### src/design/dat_pkg.sv
// Shared types and constants for the double-array trie engine.
// Used by the interfaces, the memory, the address unit and the top level.
`timescale 1ns / 1ps
`default_nettype none

package dat_pkg;

    localparam int CAPACITY_DEF = 4096;
    localparam int ALPHABET_DEF = 27;
    localparam int SYM_W        = 5;
    localparam int NODE_OUT_W   = 12;

    localparam logic OP_LOOKUP = 1'b0;
    localparam logic OP_INSERT = 1'b1;

    localparam logic STATUS_OK   = 1'b0;
    localparam logic STATUS_FULL = 1'b1;

    typedef logic [SYM_W-1:0]      t_symbol;
    typedef logic [NODE_OUT_W-1:0] t_end_node;

    typedef enum logic [4:0] {
        S_CLEAR,
        S_IDLE,
        S_BASE,
        S_T,
        S_TCHK,
        S_G,
        S_GW,
        S_DEC,
        S_SI,
        S_SW,
        S_M0,
        S_M1,
        S_MG,
        S_MGW,
        S_MCLR,
        S_SETB,
        S_CLAIM,
        S_END,
        S_FIN
    } t_state;

endpackage

`default_nettype wire

### src/design/dat_calc.sv
// Shared slot unit: adds a base and a symbol offset, checks the slot bound,
// compares a check entry against a node and flags an unset entry. Depends on dat_pkg.
`timescale 1ns / 1ps
`default_nettype none

module dat_calc #(
    parameter int CAPACITY = dat_pkg::CAPACITY_DEF,
    parameter int ALPHABET = dat_pkg::ALPHABET_DEF
) (
    input  wire logic [$clog2(CAPACITY)-1:0]   i_base,
    input  wire logic [$clog2(ALPHABET+1)-1:0] i_offset,
    input  wire logic [$clog2(CAPACITY):0]     i_entry,
    input  wire logic [$clog2(CAPACITY)-1:0]   i_key,
    output logic      [$clog2(CAPACITY):0]     o_sum,
    output logic                               o_in_range,
    output logic                               o_match,
    output logic                               o_unset
);

    localparam int NW = $clog2(CAPACITY);

    always_comb begin
        o_sum      = {1'b0, i_base} + (NW+1)'(i_offset);
        o_in_range = (o_sum < (NW+1)'(CAPACITY));
        o_unset    = i_entry[NW];
        o_match    = (i_entry == {1'b0, i_key});
    end

endmodule

`default_nettype wire
### config.mk
export PLATFORM = sky130hd
export DESIGN_NAME = dat_calc
export DESIGN_NICKNAME = d
export VERILOG_FILES = /design/src/design/dat_pkg.sv /design/src/design/dat_calc.sv
export SDC_FILE = /design/constraint.sdc
export NUM_CORES = 1
export LEC_CHECK = 0
export ABC_CLOCK_PERIOD_IN_PS = 1720
export BUFFER_PORTS_ARGS = -buffer_cell sky130_fd_sc_hd__buf_2
export CELL_PAD_IN_SITES_DETAIL_PLACEMENT = 0
export CELL_PAD_IN_SITES_GLOBAL_PLACEMENT = 1
export CORE_UTILIZATION = 21
export DETAILED_ROUTE_END_ITERATION = 12
export PLACE_DENSITY_LB_ADDON = 0.12
export SYNTH_ARGS = -nofsm -noshare
export SYNTH_HDL_FRONTEND = slang
export SYNTH_SLANG_ARGS = --single-unit
### constraint.sdc
create_clock -name vclk -period 1.72
set_input_delay 0.086 -clock vclk [all_inputs]
set_output_delay 0.086 -clock vclk [all_outputs]
set_load 0.01 [all_outputs]
==> impl_metrics.ini, run 1 <==
[place]
gp_routability_congestion = 0.711
pre_cts_ws_ps = 8.79
count_of_buffers_inserted_at_the_top_level_ports = 58
placed_area_um2 = 835

[setup_path]
critPathLaunch = i_base[1]
crit_path_start_kind = primary input
critical_path_peak_fanout = 4
worstPathArrival_ps = 1510
critical_path_required_ps = 1630
timing.critical_path.to_type = output port
critical_path_type = in2out

[grt]
groute.layer.met1.usage = 0.121
groute.usage.overall = 0.0917
grt_first_pass_wirelength_mm = 1.89
gr-usage-met3 = 0
grtUsageMet2 = 0.176
grt_antenna_before_repair = 0
grt_pass1_vias = 506
global_route.overflow_total = 0
largest_net_degree_at_the_start_of_global_routing = 8
grt_most_used_layer = met2

[sta]
totalNegativeSetupSlack_ps = 0
final.min_clock_period_ps = 1590
rsz0062_at_grt = no
timing_worst_slew_pin_value_ps = 386
final_worst_path_cycle_share = 0.927
relSlewSlack = 0.741
timing.fmax_ghz = 0.627
finalHoldViolations = 0
finalWorstSetupSlack_ps = 126
maxSlewViolCount = 0
setup_viol_count_final = 0

[floorplanning]
design.die.area_um2 = 2450
die_w_um = 49.5
initial_utilization = 0.232
floorplan.core_area_um2 = 2040
placement_row_count = 16
die_height_um = 49.5
top_level_ports = 58

[cells_and_area]
final_core_util = 0.430
layout.nets = 171
final_design_area_no_fill_um2 = 878
design.seq.count = 0
layout-drive-gt1-share = 0.612
num-fill-cells = 211
area_growth_syn_to_layout_pct = 85.7
final-seq-area_um2 = 0
antenna_diode_count = 0
clock_buffers = 0

[routing]
route.antenna.remaining_nets = 0
drt-wirelength-per-cell_um = 8.58
post-route-drc-count = 0
dr.first_iter.drc_count = 3
avgViaCountPerCell = 4.24
detail_route.wirelength_mm = 1.27
vias = 627
drt_pre_antenna_iters = 2

[min_path]
holdCritPathClass = in2out
timing.hold.worst.start = i_entry[12]

[power_and_ir_drop]
internal_power_uw = 145
switching_share = 0.446
vdd_ir_drop_max_uv = 127
clock_power_share = 0
cellLeakagePower_nw = 0.457
power.combinational.fraction = 1.000
switching_power_uw = 117
report.power.total_uw = 262
power.sequential.fraction = 0
pwr_density_cell_nw_per_um2 = 298

[yosys]
syn_nets = 106
synth.avg_cell_area_um2 = 8.15
yosysUniqueCellTypes = 21
yosysWarningCount = 0
syn_area_um2 = 473
synthCells = 58
ys_seq_area_frac = 0

[cts]
ctsHoldBuffers = 0

[flow_run]
maxCapViolations = 0

[outcome]
run_status = complete, no violations
[synthesized netlist by cell type]
master	n	area [µm²]
sky130_fd_sc_hd__fa_1	1	20.0
sky130_fd_sc_hd__and2_2	1	7.51
sky130_fd_sc_hd__nor4_1	2	12.5
sky130_fd_sc_hd__o211ai_1	1	7.51
sky130_fd_sc_hd__nor2_1	2	7.51
sky130_fd_sc_hd__nand3b_1	1	7.51
sky130_fd_sc_hd__nand4_1	2	12.5
sky130_fd_sc_hd__inv_1	2	7.51
sky130_fd_sc_hd__and3_4	1	11.3
sky130_fd_sc_hd__nand2_1	3	11.3
sky130_fd_sc_hd__ha_1	5	62.6
sky130_fd_sc_hd__buf_4	2	15.0
sky130_fd_sc_hd__and3_2	1	7.51
sky130_fd_sc_hd__a2111oi_4	1	27.5
sky130_fd_sc_hd__xnor2_1	12	105
sky130_fd_sc_hd__and3_1	2	12.5
sky130_fd_sc_hd__a21oi_1	2	10.0
sky130_fd_sc_hd__nand3_1	5	25.0
sky130_fd_sc_hd__xor2_1	10	87.6
sky130_fd_sc_hd__a21o_1	1	7.51
sky130_fd_sc_hd__o21bai_1	1	7.51
[final timing paths]
check	endpoint	cells after the start
setup / recovery	o_sum[11]	7
hold / removal	o_unset	2
[final cells by class]
cell class | count | area [µm²] | share of cell area
multi-input cells | 54 | 494 | 0.563
repair buffers | 65 | 343 | 0.390
well taps | 27 | 33.8 | 0.0385
inverters | 2 | 7.51 | 0.00855
[timing repair]
item,in CTS,in global routing
setup endpoints to repair,0,7
hold endpoints to repair,0,0
setup buffers,0,0
gates resized for setup,0,5
[stage by stage]
step,hold slack (ps),instances
after floorplan,226,58
after global placement,381,148
after detailed placement,385,148
after CTS,385,148
after global routing,387,148
final,385,148
[metal layers]
| layer | vias to the layer above | part of all wire |
|---|---|---|
| met2 | 34 | 0.47 |
| met4 | 0 | 0 |
| met3 | 0 | 0.076 |
| met1 | 265 | 0.45 |
| li1 | 328 | - |
| met5 | - | 0 |
[cell usage in the layout (no fill, tap or decap)]
cell and count:
sky130_fd_sc_hd__inv_1 2, sky130_fd_sc_hd__xor2_1 10, sky130_fd_sc_hd__buf_2 58, sky130_fd_sc_hd__o21bai_1 1, sky130_fd_sc_hd__and3_2 1, sky130_fd_sc_hd__and3_1 2
sky130_fd_sc_hd__buf_4 7, sky130_fd_sc_hd__and3_4 1, sky130_fd_sc_hd__a21oi_2 1, sky130_fd_sc_hd__nand2_1 3, sky130_fd_sc_hd__nand3_1 5, sky130_fd_sc_hd__fa_2 1
sky130_fd_sc_hd__and2_2 1, sky130_fd_sc_hd__nand3b_1 1, sky130_fd_sc_hd__a2111oi_4 1, sky130_fd_sc_hd__ha_4 3, sky130_fd_sc_hd__o211ai_1 1, sky130_fd_sc_hd__xnor2_1 12
sky130_fd_sc_hd__a21oi_1 1, sky130_fd_sc_hd__nor4_1 2, sky130_fd_sc_hd__a21o_1 1, sky130_fd_sc_hd__nor2_1 2, sky130_fd_sc_hd__ha_1 2, sky130_fd_sc_hd__nand4_1 2
[kinds of logic (layout without fill, tap and decap cells)]
family,after synthesis,after routing,synth area share
XOR/XNOR,22,22,0.407
AND/OR/NAND/NOR,20,20,0.243
adder cells (fa/ha/maj),6,6,0.175
AO/OA/AOI/OAI,6,6,0.127
buffers and inverters,4,67,0.0476
[power groups by stage]
| stage | Sequential (mW) | Combinational (mW) | Clock, mW |
|---|---|---|---|
| floorplan | 0 | 0.129 | 0 |
| detailed placement | 0 | 0.251 | 0 |
| finish | 0 | 0.262 | 0 |
| global placement | 0 | 0.248 | 0 |
| CTS | 0 | 0.252 | 0 |
| global route | 0 | 0.288 | 0 |
[critical path, cell delays in order]
cell and delay (ps):
sky130_fd_sc_hd__buf_2 130, sky130_fd_sc_hd__ha_4 230, sky130_fd_sc_hd__a21o_1 190, sky130_fd_sc_hd__a2111oi_4 440, sky130_fd_sc_hd__nand3b_1 180, sky130_fd_sc_hd__xnor2_1 110, sky130_fd_sc_hd__buf_2 140
(Power assumes the default switching activity.)
==> inputs of run 2 (changes only) <==
==> constraint.sdc (replaced) <==
create_clock -name vclk -period 1.72
set_input_delay 0.172 -clock vclk [all_inputs]
set_output_delay 0.172 -clock vclk [all_outputs]
set_load 0.01 [all_outputs]
==> run 2 against run 1 <==
The run now ends with setup timing left. Hold slack better by 170 ps. Setup slack worse by 130 ps. Final cell count is 4.1% higher. Utilization is 6.9 points higher. Sequential share of layout area stayed put.
==> impl_metrics.ini, run 2 (synthesis results as in run 1) <==
[outcome]
run_status = complete, but fails checks
failing_checks = setup timing

[cells_and_area]
clock_buffers = 0
most-common-layout-cells = 50 x sky130_fd_sc_hd__buf_2, 12 x sky130_fd_sc_hd__xnor2_1, 10 x sky130_fd_sc_hd__xor2_1, 10 x sky130_fd_sc_hd__buf_6, 10 x sky130_fd_sc_hd__buf_4
antenna_diode_count = 0
design.seq.count = 0
final-seq-area_um2 = 0
layout.nets = 177
area_growth_syn_to_layout_pct = 115
layout-drive-gt1-share = 0.654
layout_commonest_cell = sky130_fd_sc_hd__buf_2
num-fill-cells = 210

[routing]
drt_pre_antenna_iters = 2
post-route-drc-count = 0
vias = 653
route.antenna.remaining_nets = 0
avgViaCountPerCell = 4.24
detail_route.wirelength_mm = 1.44
drt-wirelength-per-cell_um = 9.32
dr.first_iter.drc_count = 4

[sta]
finalHoldViolations = 0
timing.fmax_ghz = 0.579
finalWorstSetupSlack_ps = -6.55
timing_worst_slew_pin_value_ps = 397
relSlewSlack = 0.734
final.min_clock_period_ps = 1730
setup_viol_count_final = 3
maxSlewViolCount = 0
fin_hold_ws_ps = 553
totalNegativeSetupSlack_ps = -14.9
final_worst_path_cycle_share = 1.00
rsz0062_at_grt = yes

[floorplanning]
design.die.area_um2 = 2450
top_level_ports = 58
placement_row_count = 16
die_w_um = 49.5
floorplan.core_area_um2 = 2040
initial_utilization = 0.232
die_height_um = 49.5

[setup_path]
critPathLaunch = i_base[0]
cp_endpoint = o_sum[8]
critical_path_type = in2out
crit_path_start_kind = primary input
timing.critical_path.to_type = output port
critical_path_peak_fanout = 4
worstPathArrival_ps = 1550
critical_path_required_ps = 1550

[place]
count_of_buffers_inserted_at_the_top_level_ports = 58
gp_routability_congestion = 0.672
place.detailed.hpwl_mm = 1.16

[power_and_ir_drop]
switching_share = 0.413
power.combinational.fraction = 1.000
clock_power_share = 0
report.power.total_uw = 305
pwr_density_cell_nw_per_um2 = 299
vdd_ir_drop_max_uv = 133
power.sequential.fraction = 0
internal_power_uw = 179
switching_power_uw = 126
cellLeakagePower_nw = 0.509

[grt]
grt_first_pass_wirelength_mm = 2.14
grt_pass1_vias = 526
grt_antenna_before_repair = 0
global_route.overflow_total = 0
groute.usage.overall = 0.108
largest_net_degree_at_the_start_of_global_routing = 8

[min_path]
holdCritPathClass = in2out

[flow_run]
maxCapViolations = 0
==> run 2: layout make-up <==
class              instances  area (µm²)  area share
well taps                 27        33.8      0.0332
inverters                  2        7.51     0.00737
multi-input cells         54         524       0.515
repair buffers            71         453       0.445
==> run 2: critical path: stages <==
cell,delay [ps]
sky130_fd_sc_hd__buf_6,100
sky130_fd_sc_hd__ha_4,150
sky130_fd_sc_hd__fa_2,350
sky130_fd_sc_hd__a21oi_2,170
sky130_fd_sc_hd__o211ai_1,200
sky130_fd_sc_hd__nand3_1,150
sky130_fd_sc_hd__xnor2_1,110
sky130_fd_sc_hd__buf_2,140
==> run 2: worst min path at each step <==
stage               endpoint  slack [ps]  cells after the start   startpoint
floorplan            o_match         400                      1  i_entry[12]
global placement     o_unset         550                      2  i_entry[12]
detailed placement   o_unset         560                      2  i_entry[12]
CTS                  o_unset         560                      2  i_entry[12]
global route         o_unset         560                      2  i_entry[12]
finish               o_unset         550                      2  i_entry[12]
==> run 2: metrics by stage <==
| step | area (µm²) | instances | worst slack, ps | utilization |
|---|---|---|---|---|
| floorplan | 473 | 58 | 116 | - |
| global placement | 850 | 150 | -148 | 0.416 |
| detailed placement | 850 | 150 | -175 | 0.416 |
| CTS | 992 | 152 | -25.5 | 0.486 |
| global route | 1020 | 154 | -82.2 | 0.499 |
| finish | 1020 | 154 | -6.55 | 0.499 |
==> run 2: routing by layer <==
layer / vias up / part of all wire / global-route usage
li1: 341 / - / -
met1: 278 / 0.37 / 0.130
met2: 34 / 0.53 / 0.210
met3: 0 / 0.098 / 0.0154
met4: 0 / 0 / 0
met5: - / 0 / 0
==> run 2: power groups by stage <==
| stage | sequential (mW) | clock [mW] | combinational (mW) |
|---|---|---|---|
| finish | 0 | 0 | 0.305 |
| CTS | 0 | 0 | 0.296 |
| global route | 0 | 0 | 0.334 |
| floorplan | 0 | 0 | 0.129 |
| global placement | 0 | 0 | 0.251 |
| detailed placement | 0 | 0 | 0.255 |
==> run 2: repair_timing <==
item	in CTS	in global routing
cloned	0	0
buffers inserted	2	2
hold buffers	0	0
pin swaps	13	17
setup endpoints to repair	9	8
gates resized for setup	19	2
